===== config.mk =====
export PLATFORM = sky130hd
export DESIGN_NAME = zone_frame_chunk_packetizer
export DESIGN_NICKNAME = d
export VERILOG_FILES = /design/src/rtl/zfcp_pkg.sv /design/src/rtl/zone_frame_chunk_packetizer.sv
export SDC_FILE = /design/constraint.sdc
export NUM_CORES = 1
export LEC_CHECK = 0
export ABC_AREA = 1
export BUFFER_PORTS_ARGS = -buffer_cell sky130_fd_sc_hd__buf_2
export CORE_MARGIN = 2
export CORE_UTILIZATION = 30
export CTS_CLUSTER_SIZE = 28
export DETAILED_ROUTE_END_ITERATION = 10
export PLACE_DENSITY_LB_ADDON = 0.08
export SKIP_CTS_REPAIR_TIMING = 1
export SLEW_MARGIN = 15
export SYNTH_ARGS = -nofsm -noshare
export SYNTH_HDL_FRONTEND = slang
export SYNTH_SLANG_ARGS = --single-unit

===== constraint.sdc =====
create_clock -name clk_i -period 6.8 [get_ports clk_i]
set_input_delay 0.34 -clock clk_i [delete_from_list [all_inputs] [get_ports clk_i]]
set_output_delay 0.34 -clock clk_i [all_outputs]
set_load 0.02 [all_outputs]

===== src/rtl/zfcp_pkg.sv =====
// Package for the zone frame chunk packetizer: payload types, codes and sizing constants.
`timescale 1ns / 1ps

package zfcp_pkg;

  // Frame limits
  localparam int ZONE_LIMIT    = 64;
  localparam int CHUNK_PAYLOAD = 18;
  localparam int MAX_CHUNKS    = 'h80;

  // Derived widths
  localparam int ZONE_W = $clog2(ZONE_LIMIT + 1);
  localparam int FILL_W = $clog2(CHUNK_PAYLOAD + 1);
  localparam int NEED_W = 11;            // 16 + 4 * 255 fits
  localparam int HDR_BYTES = 16;
  localparam int ZONE_BYTES = 4;
  localparam int LEFT_W = 5;
  localparam int DATA_W = 8 * HDR_BYTES;

  // Configuration port
  localparam int PADDR_W = 3;
  localparam int PDATA_W = 32;
  localparam logic REG_OUT_CAPACITY   = 1'b0;
  localparam logic REG_FORMAT_VERSION = 1'b1;
  localparam logic [15:0] OUT_CAPACITY_RST   = 16'hFFFF;
  localparam logic [7:0]  FORMAT_VERSION_RST = 8'd2;

  // Commands
  localparam logic CMD_START = 1'b0;
  localparam logic CMD_ZONE  = 1'b1;

  // Error codes
  localparam logic [1:0] ERR_NONE     = 2'd0;
  localparam logic [1:0] ERR_SHAPE    = 2'd1;
  localparam logic [1:0] ERR_CAPACITY = 2'd2;
  localparam logic [1:0] ERR_CHUNKS   = 2'd3;

  // Position inside a chunk
  typedef enum logic [2:0] {
    PH_IDX  = 3'b001,
    PH_SEQ  = 3'b010,
    PH_DATA = 3'b100
  } phase_e;

  typedef struct packed {
    logic        cmd;
    logic [7:0]  sensor_kind;
    logic [7:0]  grid_side;
    logic [7:0]  zone_total;
    logic [31:0] frame_seq;
    logic [31:0] timestamp_ms;
    logic [7:0]  profile_code;
    logic [15:0] range_value;
    logic [7:0]  zone_status;
    logic [7:0]  zone_flags;
  } in_item_t;

  typedef struct packed {
    logic [7:0] out_byte;
    logic       chunk_end;
    logic       frame_end;
    logic [1:0] error_code;
  } out_item_t;

  // Chunk count for each zone total, worked out at elaboration
  typedef logic [NEED_W-1:0] chunk_tbl_t [2**ZONE_W];

  function automatic chunk_tbl_t chunk_table();
    chunk_tbl_t t;
    int need;
    for (int z = 0; z < 2**ZONE_W; z++) begin
      need = 16 + 4 * z;
      t[z] = NEED_W'((need + CHUNK_PAYLOAD - 1) / CHUNK_PAYLOAD);
    end
    return t;
  endfunction

  localparam chunk_tbl_t CHUNK_TBL = chunk_table();

endpackage


===== src/rtl/zone_frame_chunk_packetizer.sv =====
// Zone frame chunk packetizer: frame checks, header build and chunked byte output.
//
//   channel  direction  handshake                      payload
//   in       input      in_valid_i / in_stall_o        in_item_i  (zfcp_pkg::in_item_t)
//   out      output     out_valid_o / out_stall_i      out_item_o (zfcp_pkg::out_item_t)
//   cfg      input      psel/penable/pwrite/pready     paddr, pwdata, prdata (APB style)
//
// One result byte leaves per cycle; the byte port sets the rate. A start item yields one
// error byte when it fails its checks, else index, sequence tag and 16 header bytes.
// A zone item yields its four bytes, with an index and sequence tag before any that opens a
// chunk, plus zero padding when it closes the frame; a zone with no open frame yields none.
// A one-item input buffer takes the next transaction while the current one drains; a
// stalled byte holds in the output register and holds the serializer with it.
// Reset clears all control state; there is no clearing pass.
`timescale 1ns / 1ps

module zone_frame_chunk_packetizer (
  input  logic                                  clk_i,
  input  logic                                  rst_ni,
  // Item input
  input  logic                                  in_valid_i,
  output logic                                  in_stall_o,
  input  zfcp_pkg::in_item_t                    in_item_i,
  // Byte output
  output logic                                  out_valid_o,
  input  logic                                  out_stall_i,
  output zfcp_pkg::out_item_t                   out_item_o,
  // Configuration
  input  logic                                  psel,
  input  logic                                  penable,
  input  logic                                  pwrite,
  input  logic [zfcp_pkg::PADDR_W-1:0]          paddr,
  input  logic [zfcp_pkg::PDATA_W-1:0]          pwdata,
  output logic [zfcp_pkg::PDATA_W-1:0]          prdata,
  output logic                                  pready
);

  // ---------------------------------------------------------------------------
  // Configuration registers
  // ---------------------------------------------------------------------------
  logic [15:0] out_capacity_q;
  logic [7:0]  format_version_q;
  logic        reg_sel;

  assign pready  = 1'b1;
  assign reg_sel = paddr[zfcp_pkg::PADDR_W-1];

  always_ff @(posedge clk_i or negedge rst_ni) begin
    if (!rst_ni) begin
      out_capacity_q   <= zfcp_pkg::OUT_CAPACITY_RST;
      format_version_q <= zfcp_pkg::FORMAT_VERSION_RST;
    end else if (psel && penable && pwrite) begin
      case (reg_sel)
        zfcp_pkg::REG_OUT_CAPACITY:   out_capacity_q   <= pwdata[15:0];
        zfcp_pkg::REG_FORMAT_VERSION: format_version_q <= pwdata[7:0];
        default: ;
      endcase
    end
  end

  always_comb begin
    case (reg_sel)
      zfcp_pkg::REG_OUT_CAPACITY:   prdata = {16'h0000, out_capacity_q};
      zfcp_pkg::REG_FORMAT_VERSION: prdata = {24'h000000, format_version_q};
      default:                      prdata = '0;
    endcase
  end

  // ---------------------------------------------------------------------------
  // Input buffer: one transaction waits here while the serializer is busy
  // ---------------------------------------------------------------------------
  logic                in_valid_q;
  zfcp_pkg::in_item_t  in_q;
  logic                load;
  logic                accept;

  assign in_stall_o = in_valid_q && !load;
  assign accept     = in_valid_i && !in_stall_o;

  always_ff @(posedge clk_i or negedge rst_ni) begin
    if (!rst_ni) begin
      in_valid_q <= 1'b0;
    end else if (accept) begin
      in_valid_q <= 1'b1;
    end else if (load) begin
      in_valid_q <= 1'b0;
    end
  end

  always_ff @(posedge clk_i) begin
    if (accept) begin
      in_q <= in_item_i;
    end
  end

  // ---------------------------------------------------------------------------
  // Start item checks and header image
  // ---------------------------------------------------------------------------
  logic [15:0]                  side_sq;
  logic                         shape_bad;
  logic [zfcp_pkg::NEED_W-1:0]  need;
  logic [zfcp_pkg::NEED_W-1:0]  chunks;
  logic [1:0]                   start_err;
  logic [zfcp_pkg::DATA_W-1:0]  hdr_image;
  logic [zfcp_pkg::DATA_W-1:0]  zone_image;

  assign side_sq = in_q.grid_side * in_q.grid_side;

  assign shape_bad = (in_q.grid_side == 8'd0) || (in_q.zone_total == 8'd0) ||
                     (in_q.zone_total > 8'(zfcp_pkg::ZONE_LIMIT)) ||
                     (in_q.zone_total != side_sq[7:0]);

  assign need   = zfcp_pkg::NEED_W'(16) + {1'b0, in_q.zone_total, 2'b00};
  assign chunks = zfcp_pkg::CHUNK_TBL[in_q.zone_total[zfcp_pkg::ZONE_W-1:0]];

  // Shape first, then capacity, then chunk count
  always_comb begin
    if (shape_bad) begin
      start_err = zfcp_pkg::ERR_SHAPE;
    end else if (out_capacity_q < 16'(need)) begin
      start_err = zfcp_pkg::ERR_CAPACITY;
    end else if (chunks > zfcp_pkg::NEED_W'(zfcp_pkg::MAX_CHUNKS)) begin
      start_err = zfcp_pkg::ERR_CHUNKS;
    end else begin
      start_err = zfcp_pkg::ERR_NONE;
    end
  end

  // Byte 0 sits in the low bits; multi-byte fields go out little-endian
  assign hdr_image = {8'h00, in_q.profile_code, {5'b00000, need[10:8]}, need[7:0],
                      in_q.timestamp_ms, in_q.frame_seq, in_q.zone_total,
                      in_q.grid_side, in_q.sensor_kind, format_version_q};

  assign zone_image = {96'h0, in_q.zone_flags, in_q.zone_status, in_q.range_value};

  // ---------------------------------------------------------------------------
  // Frame state and serializer
  // ---------------------------------------------------------------------------
  logic                         frame_open_q,   frame_open_d;
  logic [zfcp_pkg::ZONE_W-1:0]  zones_left_q,   zones_left_d;
  logic [6:0]                   chunk_number_q, chunk_number_d;
  logic [7:0]                   chunk_total_q,  chunk_total_d;
  logic [zfcp_pkg::FILL_W-1:0]  chunk_fill_q,   chunk_fill_d;
  logic [7:0]                   seq_low_q,      seq_low_d;
  zfcp_pkg::phase_e             ph_q,           ph_d;

  logic                         em_busy_q,      em_busy_d;
  logic [1:0]                   em_err_q,       em_err_d;
  logic [zfcp_pkg::DATA_W-1:0]  em_data_q,      em_data_d;
  logic [zfcp_pkg::LEFT_W-1:0]  em_left_q,      em_left_d;
  logic                         em_pad_q,       em_pad_d;

  logic                         out_valid_q,    out_valid_d;
  zfcp_pkg::out_item_t          out_q,          out_d;

  logic                         out_adv;
  logic                         em_done;
  logic                         last_chunk;
  logic [zfcp_pkg::FILL_W-1:0]  fill_inc;
  logic                         cend;
  logic                         last_zone;

  assign out_adv    = !out_valid_q || !out_stall_i;
  assign last_chunk = (chunk_total_q != 8'd0) &&
                      (({1'b0, chunk_number_q} + 8'd1) == chunk_total_q);
  assign fill_inc   = chunk_fill_q + zfcp_pkg::FILL_W'(1);
  assign cend       = (fill_inc == zfcp_pkg::FILL_W'(zfcp_pkg::CHUNK_PAYLOAD));
  assign last_zone  = (zones_left_q <= zfcp_pkg::ZONE_W'(1));
  assign load       = in_valid_q && (!em_busy_q || em_done);

  always_comb begin
    frame_open_d   = frame_open_q;
    zones_left_d   = zones_left_q;
    chunk_number_d = chunk_number_q;
    chunk_total_d  = chunk_total_q;
    chunk_fill_d   = chunk_fill_q;
    seq_low_d      = seq_low_q;
    ph_d           = ph_q;
    em_busy_d      = em_busy_q;
    em_err_d       = em_err_q;
    em_data_d      = em_data_q;
    em_left_d      = em_left_q;
    em_pad_d       = em_pad_q;
    out_d          = out_q;
    out_valid_d    = out_valid_q;
    em_done        = 1'b0;

    if (out_adv) begin
      out_valid_d = 1'b0;
    end

    // Emit one byte per cycle while the output register can take it
    if (em_busy_q && out_adv) begin
      out_valid_d = 1'b1;
      if (em_err_q != zfcp_pkg::ERR_NONE) begin
        out_d = '{out_byte: 8'h00, chunk_end: 1'b0, frame_end: 1'b1, error_code: em_err_q};
        em_done = 1'b1;
      end else begin
        case (ph_q)
          zfcp_pkg::PH_IDX: begin
            out_d = '{out_byte: {last_chunk, chunk_number_q}, chunk_end: 1'b0,
                      frame_end: 1'b0, error_code: zfcp_pkg::ERR_NONE};
            ph_d  = zfcp_pkg::PH_SEQ;
          end
          zfcp_pkg::PH_SEQ: begin
            out_d = '{out_byte: seq_low_q, chunk_end: 1'b0,
                      frame_end: 1'b0, error_code: zfcp_pkg::ERR_NONE};
            ph_d  = zfcp_pkg::PH_DATA;
          end
          zfcp_pkg::PH_DATA: begin
            // Past the item's own bytes only zero padding remains
            out_d = '{out_byte: (em_left_q != '0) ? em_data_q[7:0] : 8'h00,
                      chunk_end: cend,
                      frame_end: cend && em_pad_q && (em_left_q <= zfcp_pkg::LEFT_W'(1)),
                      error_code: zfcp_pkg::ERR_NONE};
            em_data_d = em_data_q >> 8;
            if (em_left_q != '0) begin
              em_left_d = em_left_q - zfcp_pkg::LEFT_W'(1);
            end
            if (cend) begin
              chunk_fill_d   = '0;
              chunk_number_d = chunk_number_q + 7'd1;
              ph_d           = zfcp_pkg::PH_IDX;
            end else begin
              chunk_fill_d   = fill_inc;
            end
            em_done = (em_left_q <= zfcp_pkg::LEFT_W'(1)) && (!em_pad_q || cend);
          end
          default: ph_d = zfcp_pkg::PH_IDX;
        endcase
      end
      if (em_done) begin
        em_busy_d = 1'b0;
      end
    end

    // Take the buffered item into the serializer
    if (load) begin
      if (in_q.cmd == zfcp_pkg::CMD_START) begin
        frame_open_d = 1'b0;
        em_busy_d    = 1'b1;
        em_err_d     = start_err;
        if (start_err == zfcp_pkg::ERR_NONE) begin
          frame_open_d   = 1'b1;
          zones_left_d   = in_q.zone_total[zfcp_pkg::ZONE_W-1:0];
          chunk_number_d = '0;
          chunk_total_d  = chunks[7:0];
          chunk_fill_d   = '0;
          seq_low_d      = in_q.frame_seq[7:0];
          ph_d           = zfcp_pkg::PH_IDX;
          em_data_d      = hdr_image;
          em_left_d      = zfcp_pkg::LEFT_W'(zfcp_pkg::HDR_BYTES);
          em_pad_d       = 1'b0;
        end
      end else if (frame_open_q) begin
        em_busy_d = 1'b1;
        em_err_d  = zfcp_pkg::ERR_NONE;
        em_data_d = zone_image;
        em_left_d = zfcp_pkg::LEFT_W'(zfcp_pkg::ZONE_BYTES);
        em_pad_d  = last_zone;
        if (zones_left_q != '0) begin
          zones_left_d = zones_left_q - zfcp_pkg::ZONE_W'(1);
        end
        if (last_zone) begin
          frame_open_d = 1'b0;
        end
      end
      // Drop zone items that arrive with no open frame
    end
  end

  always_ff @(posedge clk_i or negedge rst_ni) begin
    if (!rst_ni) begin
      frame_open_q   <= 1'b0;
      zones_left_q   <= '0;
      chunk_number_q <= '0;
      chunk_total_q  <= '0;
      chunk_fill_q   <= '0;
      seq_low_q      <= '0;
      ph_q           <= zfcp_pkg::PH_IDX;
      em_busy_q      <= 1'b0;
      em_err_q       <= zfcp_pkg::ERR_NONE;
      out_valid_q    <= 1'b0;
    end else begin
      frame_open_q   <= frame_open_d;
      zones_left_q   <= zones_left_d;
      chunk_number_q <= chunk_number_d;
      chunk_total_q  <= chunk_total_d;
      chunk_fill_q   <= chunk_fill_d;
      seq_low_q      <= seq_low_d;
      ph_q           <= ph_d;
      em_busy_q      <= em_busy_d;
      em_err_q       <= em_err_d;
      out_valid_q    <= out_valid_d;
    end
  end

  always_ff @(posedge clk_i) begin
    em_data_q <= em_data_d;
    em_left_q <= em_left_d;
    em_pad_q  <= em_pad_d;
    out_q     <= out_d;
  end

  assign out_valid_o = out_valid_q;
  assign out_item_o  = out_q;

  // ---------------------------------------------------------------------------
  // Assertions
  // ---------------------------------------------------------------------------
  a_err_result_shape: assert property (@(posedge clk_i) disable iff (!rst_ni)
    out_valid_o && (out_item_o.error_code != zfcp_pkg::ERR_NONE) |->
      out_item_o.frame_end && !out_item_o.chunk_end && (out_item_o.out_byte == 8'h00))
    else $error("error transaction without frame_end or with data");

  a_frame_end_closes_chunk: assert property (@(posedge clk_i) disable iff (!rst_ni)
    out_valid_o && out_item_o.frame_end &&
      (out_item_o.error_code == zfcp_pkg::ERR_NONE) |-> out_item_o.chunk_end)
    else $error("frame ended inside a chunk");

  a_fill_in_range: assert property (@(posedge clk_i) disable iff (!rst_ni)
    chunk_fill_q < zfcp_pkg::FILL_W'(zfcp_pkg::CHUNK_PAYLOAD))
    else $error("chunk fill overran the chunk payload");

  a_chunk_head_at_boundary: assert property (@(posedge clk_i) disable iff (!rst_ni)
    (ph_q != zfcp_pkg::PH_DATA) |-> (chunk_fill_q == '0))
    else $error("chunk header pending in the middle of a chunk");

  a_stall_needs_buffer: assert property (@(posedge clk_i) disable iff (!rst_ni)
    in_stall_o |-> in_valid_q && em_busy_q)
    else $error("input stalled with room to take the transaction");

endmodule


==> impl_metrics.toml, run 1 <==
[placement]
dpl.cell_count = 2690
placedInstanceArea_um2 = 17600
gp_congestion = 0.836
post-place-ws_ns = 1.30
dp_hpwl_mm = 31.6
port_buffers = 182

[clock_network]
cts_tree = "built"
cts_buffers = 42
cts_sinks = 340
path_clk_slew_ns = 0.06
cts.root.buffer_cell = "clkbuf_16"
clk_latency_ns = 0.58
htreeDepth = 2
clock_path_buffers = 3

[synthesis]
dominantRegCellSynth = "edfxtp_1"
ys_seq_area_share_pct = 52.9
synth-edff-count = 142
syn-cell-area_um2 = 16200
async_flop_share_pct = 19.1
ys_ff_latch = 340
yosys_warnings = 0
syn_area_per_cell_um2 = 8.60
synth_cell_types = 52
syn_inst = 1884

[final_layout]
layout.cells.non_filler = 2900
final_util_pct = 37.8
area_growth_pct = 25.2
multiInputGateArea_um2 = 6180
nets = 2382
antenna_cells = 0
nFillCells = 5492
drive_above_1_share_pct = 13.7
layout_commonest_cell = "nand2_1"
seq_area_um2 = 8580
final_cell_mix = "598 x nand2_1, 245 x inv_1, 182 x buf_2"
fin_area_um2 = 20300

[sta]
tightest_slew_ns = 1.10
tns_ns = 0
fin_crit_ns = 5.46
hold-worst-slack_ns = -0.00801
period_share_pct = 80.2
slew_violations = 0
relSlewSlack_pct = 26.3
hold_viol_final = 2
setup_viol = 0
rsz0062_at_grt = "no"
setup_slack_ns = 1.34
clock-skew-final_ns = 0.0246
fmax_mhz = 183

[floorplanning]
die_area_um2 = 55900
start_util_pct = 30.2
io_pins = 218
die_w_um = 236
core_um2 = 53600
die_h_um = 236
rows = 85

[drt]
ant_nets = 0
wl_per_cell_um = 16.0
drcViolationCount = 0
first_pass_iters = 5
vias = 12800
first_iter_violations = 812
viasPerCell = 4.41
routed_wl_mm = 46.3

[grt]
grt_pass1_vias = 12100
grt_pass1_wl_mm = 70.6
grt_usage_pct = 16.3
grt_overflow = 0
grt_max_degree = 150
antenna_found_initial = 0

[power]
leakage_nw = 10.2
total_power_mw = 7.30
p_per_area_nw_per_um2 = 360
ir_worst_vdd_v = 0.000228

[hold_path]
min_path_type = "in -> async"

[worst_setup_path]
start_kind = "flop"
required_ns = 7.32
r2r_setup_slack_ns = 1.34
cp.arrival_ns = 5.97
crit_fanout = 26
worstSetupEndpointType = "flop"
worst-setup-path-type = "reg -> reg"

[status]
status = "complete, but fails checks"
violations = "negative hold slack"

[flow_run]
max-cap-violations = 0
## synthesized netlist by cell type, types with 2 or more instances
cell,instances,area share (%)
a22o_1,20,1.1
a21oi_1,30,0.93
o22ai_1,8,0.31
nand3b_1,3,0.14
o21bai_1,2,0.093
a31oi_1,3,0.12
buf_6,10,0.69
buf_1,2,0.046
a22oi_1,3,0.14
nor4_1,2,0.077
nand2_1,599,14
dfstp_2,18,2.9
or2_2,12,0.46
xor2_1,17,0.92
conb_1,2,0.046
nand4_1,39,1.5
o21ai_1,8,0.25
nand2_2,2,0.077
mux2i_1,68,4.2
nor2_4,2,0.14
fa_1,6,0.74
edfxtp_1,142,26
inv_1,246,5.7
inv_2,3,0.069
dfxtp_1,133,16
o211ai_1,7,0.32
clkbuf_1,33,0.76
dfrtp_1,47,7.3
nor3_1,11,0.34
nor2_2,2,0.077
ha_1,35,2.7
nand3_2,3,0.19
buf_4,21,0.97
clkinv_1,2,0.046
nand3_1,48,1.5
buf_2,34,1.1
o21a_1,2,0.093
o21ai_0,129,4.0
nor2_1,117,2.7
## sequential cells by signal, summed over array words and instances (netlist names), 7 cells and up
signal            flops
chunk_number_q        7
em_data_q           128
format_version_q      8
hdr_image            96
in_q                 33
out_capacity_q       16
out_item_o           12
seq_low_q             8
zones_left_q          7
## critical path, cell delays in order (launching register included)
cell and delay [ns]:
edfxtp_1 0.65, nand2_1 0.22, xor2_1 0.21, ha_1 0.17, a21oi_1 0.06, fa_1 0.53, inv_1 0.04, ha_1 0.27
inv_1 0.04, fa_1 0.47, inv_1 0.04, ha_1 0.32, or2_2 0.32, nand3_1 0.09, nand3_1 0.09, nor2_1 0.16
nand3_1 0.08, nor2_1 0.13, nand3_2 0.19, nor2_4 0.67, buf_4 0.43, nand2_1 0.11, nand3_1 0.09
## final timing paths
kind	start	endpoint	depth (start not counted)
setup reg to reg	hdr_image[17]	em_data_q[23]	22
setup / recovery	hdr_image[17]	em_data_q[23]	22
max in group asynchronous	rst_ni	out_valid_o	2
hold reg to reg	hdr_image[92]	em_data_q[92]	2
hold / removal	rst_ni	format_version_q[3]	2
min in group clk_i	pwdata[10]	out_capacity_q[10]	3
## metal layers
metal	track usage (%)	wire length, um	share of wire [%]
met4	5.10	1130	2.4
met2	25.9	21300	46
met1	22.8	22300	48
met5	0	0	0
met3	2.40	1630	3.5
## cell families (layout without fill, tap and decap cells)
family | Yosys count | after routing | synth area share, %
and+or+nand+nor | 842 | 842 | 21.2
buffers and inverters | 352 | 657 | 9.37
DFF | 340 | 340 | 52.9
AOI/OAI and AO/OA | 221 | 221 | 7.88
muxes | 68 | 68 | 4.20
adders and majority gates | 41 | 41 | 3.44
xor gates and xnor gates | 18 | 18 | 0.973
other | 2 | 17 | 0.0463
## report_power, final
part           internal [mW]  switching, mW  leakage [nW]  total [mW]
combinational          0.720           1.38          6.36        2.10
clock                   1.28          0.909         0.659        2.19
sequential              2.70          0.309          3.18        3.01
## area by class of cell
type                       instances  area share (%)
clock inverter                    15           0.839
inverter                         251            4.67
multi-input combinational       1207            30.5
sequential                       340            42.3
clock buffer                      63            5.82
tap                              696            4.29
timing repair buffer             328            11.6
No activity file was read; power rests on OpenSTA's default activity.
==> run 2: changes to the inputs <==
- clock period: 6.8 -> 5.5 ns (I/O delays scaled with it)
==> run 2 against run 1 <==
The run still ends with negative hold slack left. Critical path depth increased by 1. Power grew 23%. Die area unchanged. Worst setup slack got worse by 0.66 ns. Final cell count increased by 0.72%. Sequential cell count is the same. Register-to-register slack worse by 0.66 ns. Largest cell class unchanged. Largest power group unchanged.
==> impl_metrics.toml, run 2 (synthesis results as in run 1) <==
[status]
status = "complete, but fails checks"
violations = "negative hold slack"

[drt]
ant_nets = 0
first_pass_iters = 5
vias = 12900
drcViolationCount = 0
viasPerCell = 4.43
first_iter_violations = 811
wl_per_cell_um = 16.0
routed_wl_mm = 46.6

[sta]
clock-skew-final_ns = 0.0238
tns_ns = 0
setup_viol = 0
slew_violations = 0
tightest_slew_ns = 1.05
relSlewSlack_pct = 29.5
rsz0062_at_grt = "no"
hold-worst-slack_ns = -0.0575
fmax_mhz = 208
fin_crit_ns = 4.82
hold_viol_final = 47
period_share_pct = 87.6

[floorplanning]
start_util_pct = 30.2
die_w_um = 236
io_pins = 218
die_h_um = 236
rows = 85
die_area_um2 = 55900
core_um2 = 53600

[final_layout]
final_cell_mix = "598 x nand2_1, 245 x inv_1, 182 x buf_2"
antenna_cells = 0
final_util_pct = 38.2
multiInputGateArea_um2 = 6170
layout.cells.non_filler = 2921
nFillCells = 5482
area_growth_pct = 26.5
nets = 2405
largest_register_ffs = 128
layout_commonest_cell = "nand2_1"
seq_area_um2 = 8580
drive_above_1_share_pct = 14.0
top_register = "em_data_q"

[worst_setup_path]
ff2ff_path_depth = 23
setup.worst_path.start = "hdr_image[19]"
crit_fanout = 49
required_ns = 6.00
cp.arrival_ns = 5.32
start_kind = "flop"
r2r_setup_slack_ns = 0.68
endpoint = "em_data_q[18]"
worstSetupEndpointType = "flop"
worst-setup-path-type = "reg -> reg"
r2r-end = "em_data_q[18]"
timing.rr.start = "hdr_image[19]"

[clock_network]
cts_sinks = 340
htreeDepth = 2
cts.root.buffer_cell = "clkbuf_16"
cts_buffers = 41
clk_latency_ns = 0.58
path_clk_slew_ns = 0.06
cts_tree = "built"
clock_path_buffers = 3

[power]
p_per_area_nw_per_um2 = 439
ir_worst_vdd_v = 0.000225
leakage_nw = 10.3

[placement]
dp_hpwl_mm = 32.1
gp_congestion = 0.826
port_buffers = 182
dpl.cell_count = 2700

[hold_path]
min_path_type = "in -> async"

[grt]
grt_pass1_vias = 11800
grt_max_degree = 113
grt_usage_pct = 16.3
grt_pass1_wl_mm = 70.3
antenna_found_initial = 0
grt_overflow = 0

[flow_run]
max-cap-violations = 0
run 2: worst min-delay path by stage:
stage / cells after the start / to / startpoint / slack [ns]
after floorplan: 0 / chunk_fill_q[0] / rst_ni / -0.02
after global placement: 2 / em_data_q[95] / hdr_image[95] / 0.43
after detailed placement: 2 / em_data_q[76] / hdr_image[76] / 0.43
after CTS: 1 / in_q[11] / in_item_i[11] / -0.17
after global routing: 2 / format_version_q[2] / rst_ni / 0.006
final: 2 / format_version_q[2] / rst_ni / -0.06
run 2: worst max-delay path, cell delays in order, from the launching register on:
cell	delay, ns
edfxtp_1	0.50
nand2_1	0.19
xor2_1	0.16
ha_1	0.17
a21oi_1	0.06
fa_1	0.53
inv_1	0.04
ha_1	0.27
inv_1	0.05
fa_1	0.47
inv_1	0.04
ha_1	0.33
or2_2	0.32
nand3_1	0.09
nand3_1	0.09
nor2_1	0.15
nand3_1	0.08
nor2_1	0.11
nand3_2	0.18
nor2_4	0.21
buf_12	0.29
buf_12	0.21
nand2_1	0.08
nand3_1	0.09
run 2: cell type report:
cell class / instances / share of cell area (%)
flip-flops and latches: 340 / 41.8
inverters: 251 / 4.62
clock buffers: 59 / 5.73
multi-input cells: 1207 / 30.1
clock inverters: 16 / 0.610
well taps: 696 / 4.25
repair buffers: 352 / 12.8
run 2: power by group:
part           total, mW  switching (mW)  leakage, nW  internal (mW)
Combinational       2.62            1.71         6.48          0.918
Sequential          3.71           0.375         3.18           3.34
Clock               2.66            1.12        0.642           1.54
Total               8.99            3.20         10.3           5.79
run 2: per-layer routing:
metal / track usage (%) / vias to the layer above / part of all wire (%)
met2: 25.5 / 258 / 45
met3: 2.88 / 68 / 4.4
met5: 0 / - / 0
met1: 22.9 / 5957 / 48
li1: - / 6648 / -
met4: 4.93 / 0 / 2.5
run 2: per-stage QoR:
stage,cell area [um^2],setup WS [ns],hold WS (ns),power [mW]
5_1_grt,20500,0.285,0.00560,9.65
6_report,20500,0.682,-0.0575,8.99
4_1_cts,19000,0.649,-0.168,9.07
3_5_place_dp,17700,0.667,0.426,6.34
3_3_place_gp,17700,0.689,0.426,6.32
2_1_floorplan,16300,0.826,-0.0206,5.54
